### src/base64_line_wrapping_encoder_assert.svh
// Assertion macros for the base64 line wrapping encoder.
// Expects signals named clock and reset in the including module.
`ifndef BASE64_LINE_WRAPPING_ENCODER_ASSERT_SVH
`define BASE64_LINE_WRAPPING_ENCODER_ASSERT_SVH

// same-cycle implication
`define B64LW_ASSERT_NOW(label, ante, cons, msg) \
   label: assert property (@(posedge clock) disable iff (reset) (ante) |-> (cons)) \
      else $error(msg);

// next-cycle implication
`define B64LW_ASSERT_NEXT(label, ante, cons, msg) \
   label: assert property (@(posedge clock) disable iff (reset) (ante) |=> (cons)) \
      else $error(msg);

`endif

### src/b64lw_pkg.sv
// Shared types, character constants and symbol mapping for the base64 encoder.
// No dependencies.
`timescale 1ns / 1ps

package b64lw_pkg;

   localparam logic [7:0] NEWLINE_CHAR  = 8'h0A;
   localparam logic [7:0] PAD_CHAR      = 8'h3D;
   localparam logic [7:0] MIN_WIDTH     = 8'd4;
   localparam logic [7:0] WIDTH_DEFAULT = 8'd76;
   localparam int unsigned GROUP_CHARS  = 4;

   typedef struct packed {
      logic                                flush;
      logic [GROUP_CHARS-1:0][7:0]         syms;
   } job_type;

   function automatic logic [7:0] b64lw_sym(input logic [5:0] v);
      logic [7:0] r;
      r = 8'h2F;
      case (v) inside
         [6'd0:6'd25]:  r = 8'h41 + {2'b00, v};
         [6'd26:6'd51]: r = 8'h61 + {2'b00, v} - 8'd26;
         [6'd52:6'd61]: r = 8'h30 + {2'b00, v} - 8'd52;
         6'd62:         r = 8'h2B;
         default:       r = 8'h2F;
      endcase
      return r;
   endfunction

endpackage

### src/base64_line_wrapping_encoder.sv
//   channel | direction | handshake          | payload
//   req     | in        | req_valid/req_stall | req_cmd, req_data_byte, req_last_of_chunk
//   rsp     | out       | rsp_valid/rsp_stall | rsp_out_char, rsp_last_of_run
//   csr     | in        | csr_write_enable    | csr_write_data (line width)
// An item passes through the input register, then the sequencer sends one word
// per cycle while rsp_stall is low: four symbols plus any newlines for a completed
// group, one newline or none for an end of section, nothing for a held byte.
// The sequencer sets the pace; the input register can fill while it is busy.
// Reset is synchronous and clears all control state; line width returns to 76.
// rsp_stall holds the result register; req_stall rises when stage 1 cannot drain.
`timescale 1ns / 1ps

module base64_line_wrapping_encoder import b64lw_pkg::*; (
   input  logic       clock,
   input  logic       reset,
   input  logic       csr_write_enable,
   input  logic [7:0] csr_write_data,
   input  logic       req_valid,
   output logic       req_stall,
   input  logic       req_cmd,
   input  logic [7:0] req_data_byte,
   input  logic       req_last_of_chunk,
   output logic       rsp_valid,
   input  logic       rsp_stall,
   output logic [7:0] rsp_out_char,
   output logic       rsp_last_of_run
);

   logic [7:0] width_ff;
   logic [7:0] eff_width;
   logic       job_valid;
   logic       job_ready;
   job_type    job;

   always_ff @(posedge clock) begin
      if (reset) begin
         width_ff <= WIDTH_DEFAULT;
      end else if (csr_write_enable) begin
         width_ff <= csr_write_data;
      end
   end

   assign eff_width = (width_ff < MIN_WIDTH) ? MIN_WIDTH : width_ff;

   b64lw_enc u_enc (
      .clock             (clock),
      .reset             (reset),
      .req_valid         (req_valid),
      .req_stall         (req_stall),
      .req_cmd           (req_cmd),
      .req_data_byte     (req_data_byte),
      .req_last_of_chunk (req_last_of_chunk),
      .job_valid         (job_valid),
      .job               (job),
      .job_ready         (job_ready)
   );

   b64lw_emit u_emit (
      .clock           (clock),
      .reset           (reset),
      .eff_width       (eff_width),
      .job_valid       (job_valid),
      .job             (job),
      .job_ready       (job_ready),
      .rsp_valid       (rsp_valid),
      .rsp_stall       (rsp_stall),
      .rsp_out_char    (rsp_out_char),
      .rsp_last_of_run (rsp_last_of_run)
   );

endmodule

### src/b64lw_enc.sv
// Input register and byte grouping: collects bytes in threes, forms four symbols.
// Depends on b64lw_pkg.
`timescale 1ns / 1ps

module b64lw_enc import b64lw_pkg::*; (
   input  logic    clock,
   input  logic    reset,
   input  logic    req_valid,
   output logic    req_stall,
   input  logic    req_cmd,
   input  logic [7:0] req_data_byte,
   input  logic    req_last_of_chunk,
   output logic    job_valid,
   output job_type job,
   input  logic    job_ready
);

   logic        s1_valid_ff, s1_valid_in;
   logic        s1_cmd_ff;
   logic [7:0]  s1_byte_ff;
   logic        s1_last_ff;
   logic [15:0] held_bytes_ff, held_bytes_in;
   logic [1:0]  held_count_ff, held_count_in;

   logic       push;
   logic       consume;
   logic       accept;
   logic [7:0] b0, b1, b2;
   logic [1:0] cnt;

   always_comb begin
      push          = 1'b1;
      b0            = held_bytes_ff[15:8];
      b1            = held_bytes_ff[7:0];
      b2            = s1_byte_ff;
      cnt           = 2'd3;
      held_bytes_in = held_bytes_ff;
      held_count_in = held_count_ff;
      if (s1_cmd_ff) begin
         cnt = 2'd0;
      end else if (held_count_ff >= 2'd2) begin
         held_count_in = 2'd0;
      end else if (s1_last_ff) begin
         if (held_count_ff == 2'd0) begin
            b0  = s1_byte_ff;
            cnt = 2'd1;
         end else begin
            b1  = s1_byte_ff;
            cnt = 2'd2;
         end
         held_count_in = 2'd0;
      end else begin
         push = 1'b0;
         if (held_count_ff == 2'd0) begin
            held_bytes_in = {s1_byte_ff, 8'h00};
         end else begin
            held_bytes_in = {held_bytes_ff[15:8], s1_byte_ff};
         end
         held_count_in = held_count_ff + 2'd1;
      end
   end

   always_comb begin
      job.flush   = s1_cmd_ff;
      job.syms[0] = b64lw_sym(b0[7:2]);
      case (cnt)
         2'd1: begin
            job.syms[1] = b64lw_sym({b0[1:0], 4'h0});
            job.syms[2] = PAD_CHAR;
            job.syms[3] = PAD_CHAR;
         end
         2'd2: begin
            job.syms[1] = b64lw_sym({b0[1:0], b1[7:4]});
            job.syms[2] = b64lw_sym({b1[3:0], 2'b00});
            job.syms[3] = PAD_CHAR;
         end
         default: begin
            job.syms[1] = b64lw_sym({b0[1:0], b1[7:4]});
            job.syms[2] = b64lw_sym({b1[3:0], b2[7:6]});
            job.syms[3] = b64lw_sym(b2[5:0]);
         end
      endcase
   end

   assign job_valid   = s1_valid_ff && push;
   assign consume     = s1_valid_ff && (!push || job_ready);
   assign req_stall   = s1_valid_ff && !consume;
   assign accept      = req_valid && !req_stall;
   assign s1_valid_in = accept ? 1'b1 : (consume ? 1'b0 : s1_valid_ff);

   always_ff @(posedge clock) begin
      if (reset) begin
         s1_valid_ff   <= 1'b0;
         held_count_ff <= 2'd0;
      end else begin
         s1_valid_ff <= s1_valid_in;
         if (consume) begin
            held_count_ff <= held_count_in;
         end
      end
   end

   always_ff @(posedge clock) begin
      if (accept) begin
         s1_cmd_ff  <= req_cmd;
         s1_byte_ff <= req_data_byte;
         s1_last_ff <= req_last_of_chunk;
      end
      if (consume) begin
         held_bytes_ff <= held_bytes_in;
      end
   end

endmodule

### src/b64lw_emit.sv
// Character sequencer and result register: one word per unstalled cycle, column
// tracking, newline insertion; needs b64lw_pkg and the assertion macro header.
`timescale 1ns / 1ps

`include "base64_line_wrapping_encoder_assert.svh"

module b64lw_emit import b64lw_pkg::*; (
   input  logic       clock,
   input  logic       reset,
   input  logic [7:0] eff_width,
   input  logic       job_valid,
   input  job_type    job,
   output logic       job_ready,
   output logic       rsp_valid,
   input  logic       rsp_stall,
   output logic [7:0] rsp_out_char,
   output logic       rsp_last_of_run
);

   logic       busy_ff, busy_in;
   job_type    job_ff;
   logic [1:0] idx_ff, idx_in;
   logic       nl_ff, nl_in;
   logic       nl_last_ff, nl_last_in;
   logic [7:0] column_ff, column_in;
   logic       rsp_valid_ff, rsp_valid_in;
   logic [7:0] rsp_char_ff, rsp_char_in;
   logic       rsp_last_ff, rsp_last_in;

   logic       out_free;
   logic       advance;
   logic       emit;
   logic       done;
   logic       load;
   logic [7:0] col_inc;

   assign out_free = !rsp_valid_ff || !rsp_stall;
   assign advance  = busy_ff && out_free;
   assign col_inc  = column_ff + 8'd1;

   always_comb begin
      emit        = 1'b1;
      done        = 1'b0;
      idx_in      = idx_ff;
      nl_in       = nl_ff;
      nl_last_in  = nl_last_ff;
      column_in   = column_ff;
      rsp_char_in = NEWLINE_CHAR;
      rsp_last_in = 1'b0;
      if (nl_ff) begin
         rsp_last_in = nl_last_ff;
         done        = nl_last_ff;
         nl_in       = 1'b0;
      end else if (job_ff.flush) begin
         emit        = (column_ff != 8'd0);
         rsp_last_in = 1'b1;
         done        = 1'b1;
         column_in   = 8'd0;
      end else begin
         rsp_char_in = job_ff.syms[idx_ff];
         idx_in      = idx_ff + 2'd1;
         if (col_inc >= eff_width) begin
            nl_in      = 1'b1;
            nl_last_in = (idx_ff == 2'd3);
            column_in  = 8'd0;
         end else begin
            column_in   = col_inc;
            rsp_last_in = (idx_ff == 2'd3);
            done        = (idx_ff == 2'd3);
         end
      end
   end

   assign job_ready    = !busy_ff || (advance && done);
   assign load         = job_valid && job_ready;
   assign busy_in      = load ? 1'b1 : ((advance && done) ? 1'b0 : busy_ff);
   assign rsp_valid_in = out_free ? (advance && emit) : rsp_valid_ff;

   always_ff @(posedge clock) begin
      if (reset) begin
         busy_ff      <= 1'b0;
         idx_ff       <= 2'd0;
         nl_ff        <= 1'b0;
         nl_last_ff   <= 1'b0;
         column_ff    <= 8'd0;
         rsp_valid_ff <= 1'b0;
      end else begin
         busy_ff      <= busy_in;
         rsp_valid_ff <= rsp_valid_in;
         if (advance) begin
            nl_last_ff <= nl_last_in;
            column_ff  <= column_in;
         end
         if (load) begin
            idx_ff <= 2'd0;
            nl_ff  <= 1'b0;
         end else if (advance) begin
            idx_ff <= idx_in;
            nl_ff  <= nl_in;
         end
      end
   end

   always_ff @(posedge clock) begin
      if (load) begin
         job_ff <= job;
      end
      if (advance && emit) begin
         rsp_char_ff <= rsp_char_in;
         rsp_last_ff <= rsp_last_in;
      end
   end

   assign rsp_valid       = rsp_valid_ff;
   assign rsp_out_char    = rsp_char_ff;
   assign rsp_last_of_run = rsp_last_ff;

   `B64LW_ASSERT_NOW(a_nl_col_zero, busy_ff && nl_ff, column_ff == 8'd0, "column set at newline")
   `B64LW_ASSERT_NEXT(a_flush_clears, advance && job_ff.flush, column_ff == 8'd0, "column kept")
   `B64LW_ASSERT_NEXT(a_run_continues, advance && emit && !rsp_last_in, busy_ff, "run ended early")

endmodule
### config.mk
export PLATFORM = sky130hd
export DESIGN_NAME = base64_line_wrapping_encoder
export DESIGN_NICKNAME = d
export VERILOG_FILES = /design/src/b64lw_pkg.sv /design/src/base64_line_wrapping_encoder.sv /design/src/b64lw_enc.sv /design/src/b64lw_emit.sv
export VERILOG_INCLUDE_DIRS = /design/src /design/src/src
export SDC_FILE = /design/constraint.sdc
export NUM_CORES = 1
export LEC_CHECK = 0
export ABC_AREA = 1
export BUFFER_PORTS_ARGS = -buffer_cell sky130_fd_sc_hd__buf_2
export CORE_AREA = 2 2 131 133
export CTS_BUF_LIST = sky130_fd_sc_hd__clkbuf_8
export DETAILED_ROUTE_END_ITERATION = 8
export DIE_AREA = 0 0 133 135
export GPL_ROUTABILITY_DRIVEN = 0
export GPL_TIMING_DRIVEN = 0
export PLACE_DENSITY = 0.59
export SLEW_MARGIN = 20
export SYNTH_ARGS = -nofsm -noshare
export SYNTH_HDL_FRONTEND = slang
export SYNTH_SLANG_ARGS = --single-unit
### constraint.sdc
create_clock -name clock -period 5.6 [get_ports clock]
set_input_delay 1.12 -clock clock [delete_from_list [all_inputs] [get_ports clock]]
set_output_delay 1.12 -clock clock [all_outputs]
set_load 0.02 [all_outputs]
==> impl_metrics.csv <==
group,metric,value,unit
global_route,grt-ovfl-total,0,
worst_setup_path,rrSetupSlack,2.01,ns
synthesis,yosysTopAreaCell,"edfxtp_1",
cells_and_area,fin_cells,1221,
power,cellLeakagePower,3.60,nW
cells_and_area,finalNetCount,1090,
global_route,grt_pass1_wl,29400,µm
cts,clock-sinks,93,
synthesis,syn-num-nets,1047,
cells_and_area,fillCellCount,1650,
global_route,grt_pass1_vias,5716,
drt,drt.antenna.violating_nets,0,
drt,drc,0,
cells_and_area,num_antenna_cells,0,
synthesis,ys_types,48,
synthesis,yosysWarnings,0,
cells_and_area,drive_gt1_share,10.9,%
cts,h-tree-depth,3,
synthesis,synth_cells,953,
run,max_cap_viol_count,0,
worst_setup_path,cp.arrival,2.99,ns
cts,post_cts_resize_count,0,
drt,routed_wl,17900,µm
worst_setup_path,crit_fanout,5,
cells_and_area,multiInputGateArea,0.00413,mm²
synthesis,postSynthAreaPerCell,7.64,µm²
sta,whs,0.466,ns
cts,cts_tree,"yes",
power,ir_worst_vdd,0.181,mV
global_route,antenna_found_initial,0,
global_route,grt_max_degree,34,
floorplan,die_area,0.0180,mm²
sta,finalHoldViolations,0,
cts,clk_latency,0.40,ns
cts,postCtsHoldBufs,0,
cts,root_buffer,"clkbuf_8",
floorplan,start_util,44.4,%
drt,via_count,6276,
place,post_dp_cell_area,0.00772,mm²
synthesis,synth.most_common_cell,"nand2_1",
sta,tightest_slew,0.914,ns
synthesis,synth.top_cell.area_share,28.0,%
worst_setup_path,startpoint_type,"register",
global_route,grt_usage,21.0,%
power,p_per_area,213,mW/mm²
sta,finalClockSkew,0.0139,ns
worst_setup_path,path_class,"reg2out",
outcome,status,"completed",
cts,postCtsSetupRepairBufs,0,
worst_setup_path,critPathCaptureType,"output pin",
drt,wl_per_cell,14.7,µm
synthesis,synth_edf_count,68,
synthesis,ys_async_sr_fraction,0,%
sta,fin_crit_sh,73.5,%
place,dp.cells,1205,
sta,setup_violations,0,
sta,slew_violations,0,
sta,fmax,0.243,GHz
place,post-dp-hpwl,13800,µm
drt,drt_iter0_drc,560,
cts,numCtsBuffers,9,
place,dp_slack,1.92,ns
drt,viasPerCell,5.14,
synthesis,synth_seq_cells,93,
cells_and_area,syn2layout_area_growth,9.10,%
synthesis,synth_flop_cell,"edfxtp_1",
floorplan,io_pins,34,
sta,min_period,4.11,ns
worst_setup_path,worstPathRequired,4.48,ns
sta,setup_ws,1.49,ns
drt,firstDrtPassIters,5,
cells_and_area,fin_area,0.00795,mm²
place,portBuffers,32,
synthesis,yosysSeqAreaShare,34.9,%
floorplan,die_h,135,µm
cts,ctsLongestPathBuffers,2,
cts,cts.clk_slew.worst_paths,0.10,ns
synthesis,syn-cell-area,0.00728,mm²
sta,rsz0062_at_grt,"no",
synthesis,ys_top_cells_by_count,"220 x nand2_1, 119 x inv_1, 92 x nor2_1, 74 x nand3_1, 71 x ha_1",
sta,tns,0,ns
worst_hold_path,hp-class,"reg2reg",
floorplan,die_w,133,µm
synthesis,yosys-top-cells-area,"edfxtp_1 28%, ha_1 12%, nand2_1 11%",
floorplan,rows,47,
cells_and_area,final-seq-area,0.00254,mm²
floorplan,coreArea,0.0164,mm²
sta,max_slew_margin,38.6,%
==> report_power, final <==
group	switching [W]	total [W]	internal (W)	leakage (nW)
clock	0.000259	0.000516	0.000257	0.108
combinational	0.000255	0.000374	0.000119	2.66
sequential	0.0000204	0.000803	0.000783	0.836
==> cells in the final DEF, fill, tap and decap left out, types with 5 or more instances in the layout <==
master,count
a21oi_1,61
buf_2,34
clkbuf_1,9
clkbuf_8,9
clkinv_1,8
dfxtp_1,25
edfxtp_1,68
ha_1,71
inv_1,118
inv_2,11
nand2_1,220
nand2_2,5
nand2_4,6
nand3_1,74
nand4_1,11
nor2_1,92
nor2_4,6
nor3_1,7
o211ai_1,11
o21ai_0,49
o21ai_1,14
o21ai_2,8
o21ai_4,8
xor2_1,23
==> worst paths after layout <==
path              cells past startpoint              startpoint                end
setup / recovery                     15     u_emit.column_ff[2]          req_stall
hold / removal                        2       u_emit.nl_last_ff  u_emit.nl_last_ff
setup reg to reg                     19  u_enc.held_count_ff[1]  u_emit.job_ff[18]
hold reg to reg                       2       u_emit.nl_last_ff  u_emit.nl_last_ff
==> registers in the layout (all words and copies together), names as in the netlist <==
signal	cells
u_emit.nl_ff	1
u_emit.idx_ff	2
u_emit.rsp_last_of_run	1
width_ff	8
u_emit.job_ff	33
u_enc.s1_last_ff	1
u_emit.column_ff	8
u_enc.s1_valid_ff	1
u_enc.b2	8
u_emit.nl_last_ff	1
u_emit.rsp_valid	1
u_enc.held_count_ff	2
u_emit.rsp_out_char	8
u_emit.busy_ff	1
u_enc.s1_cmd_ff	1
u_enc.held_bytes_ff	16
==> logic make-up (layout without fill, tap and decap cells) <==
kind of cell	after synthesis	in the layout	share of synthesized area [%]
AO/OA/AOI/OAI	171	171	14.6
AND/OR/NAND/NOR	438	438	26.7
XOR/XNOR	27	27	3.25
flip-flops	93	93	34.9
buffers and inverters	153	201	8.38
adder cells (fa/ha/maj)	71	71	12.2
==> worst max-delay path: stages, from the launching register on <==
cell	delay, ns
dfxtp_1	0.42
nand3_1	0.13
nand3b_1	0.22
nor3_1	0.20
xor2_1	0.23
ha_1	0.28
a21o_1	0.18
nor2_1	0.16
nand4_1	0.13
nand2_1	0.08
nand3_1	0.12
nand2_1	0.13
inv_1	0.04
nand2_1	0.09
inv_1	0.05
buf_2	0.15
==> layout make-up <==
class,count,area share [%]
Buffer,16,1.21
Clock buffer,9,1.56
Clock inverter,7,1.31
Inverter,137,6.47
Multi-Input combinational cell,707,52.0
Sequential cell,93,32.0
Tap cell,220,3.46
Timing Repair Buffer,32,2.02
==> stage by stage <==
step	utilization, %	power (W)
after floorplan	-	0.00109
after global placement	47.0	0.00119
after detailed placement	47.0	0.00119
after CTS	48.4	0.00171
after global routing	48.4	0.00179
final	48.4	0.00169
==> layer usage <==
metal	vias to the layer above	share of wire [%]	GRT usage, %
li1	3236	-	-
met1	2866	49	28.7
met2	152	45	33.8
met3	22	4.2	3.75
met4	0	1.9	6.63
met5	-	0	0
Power figures use the tool's default switching activity.
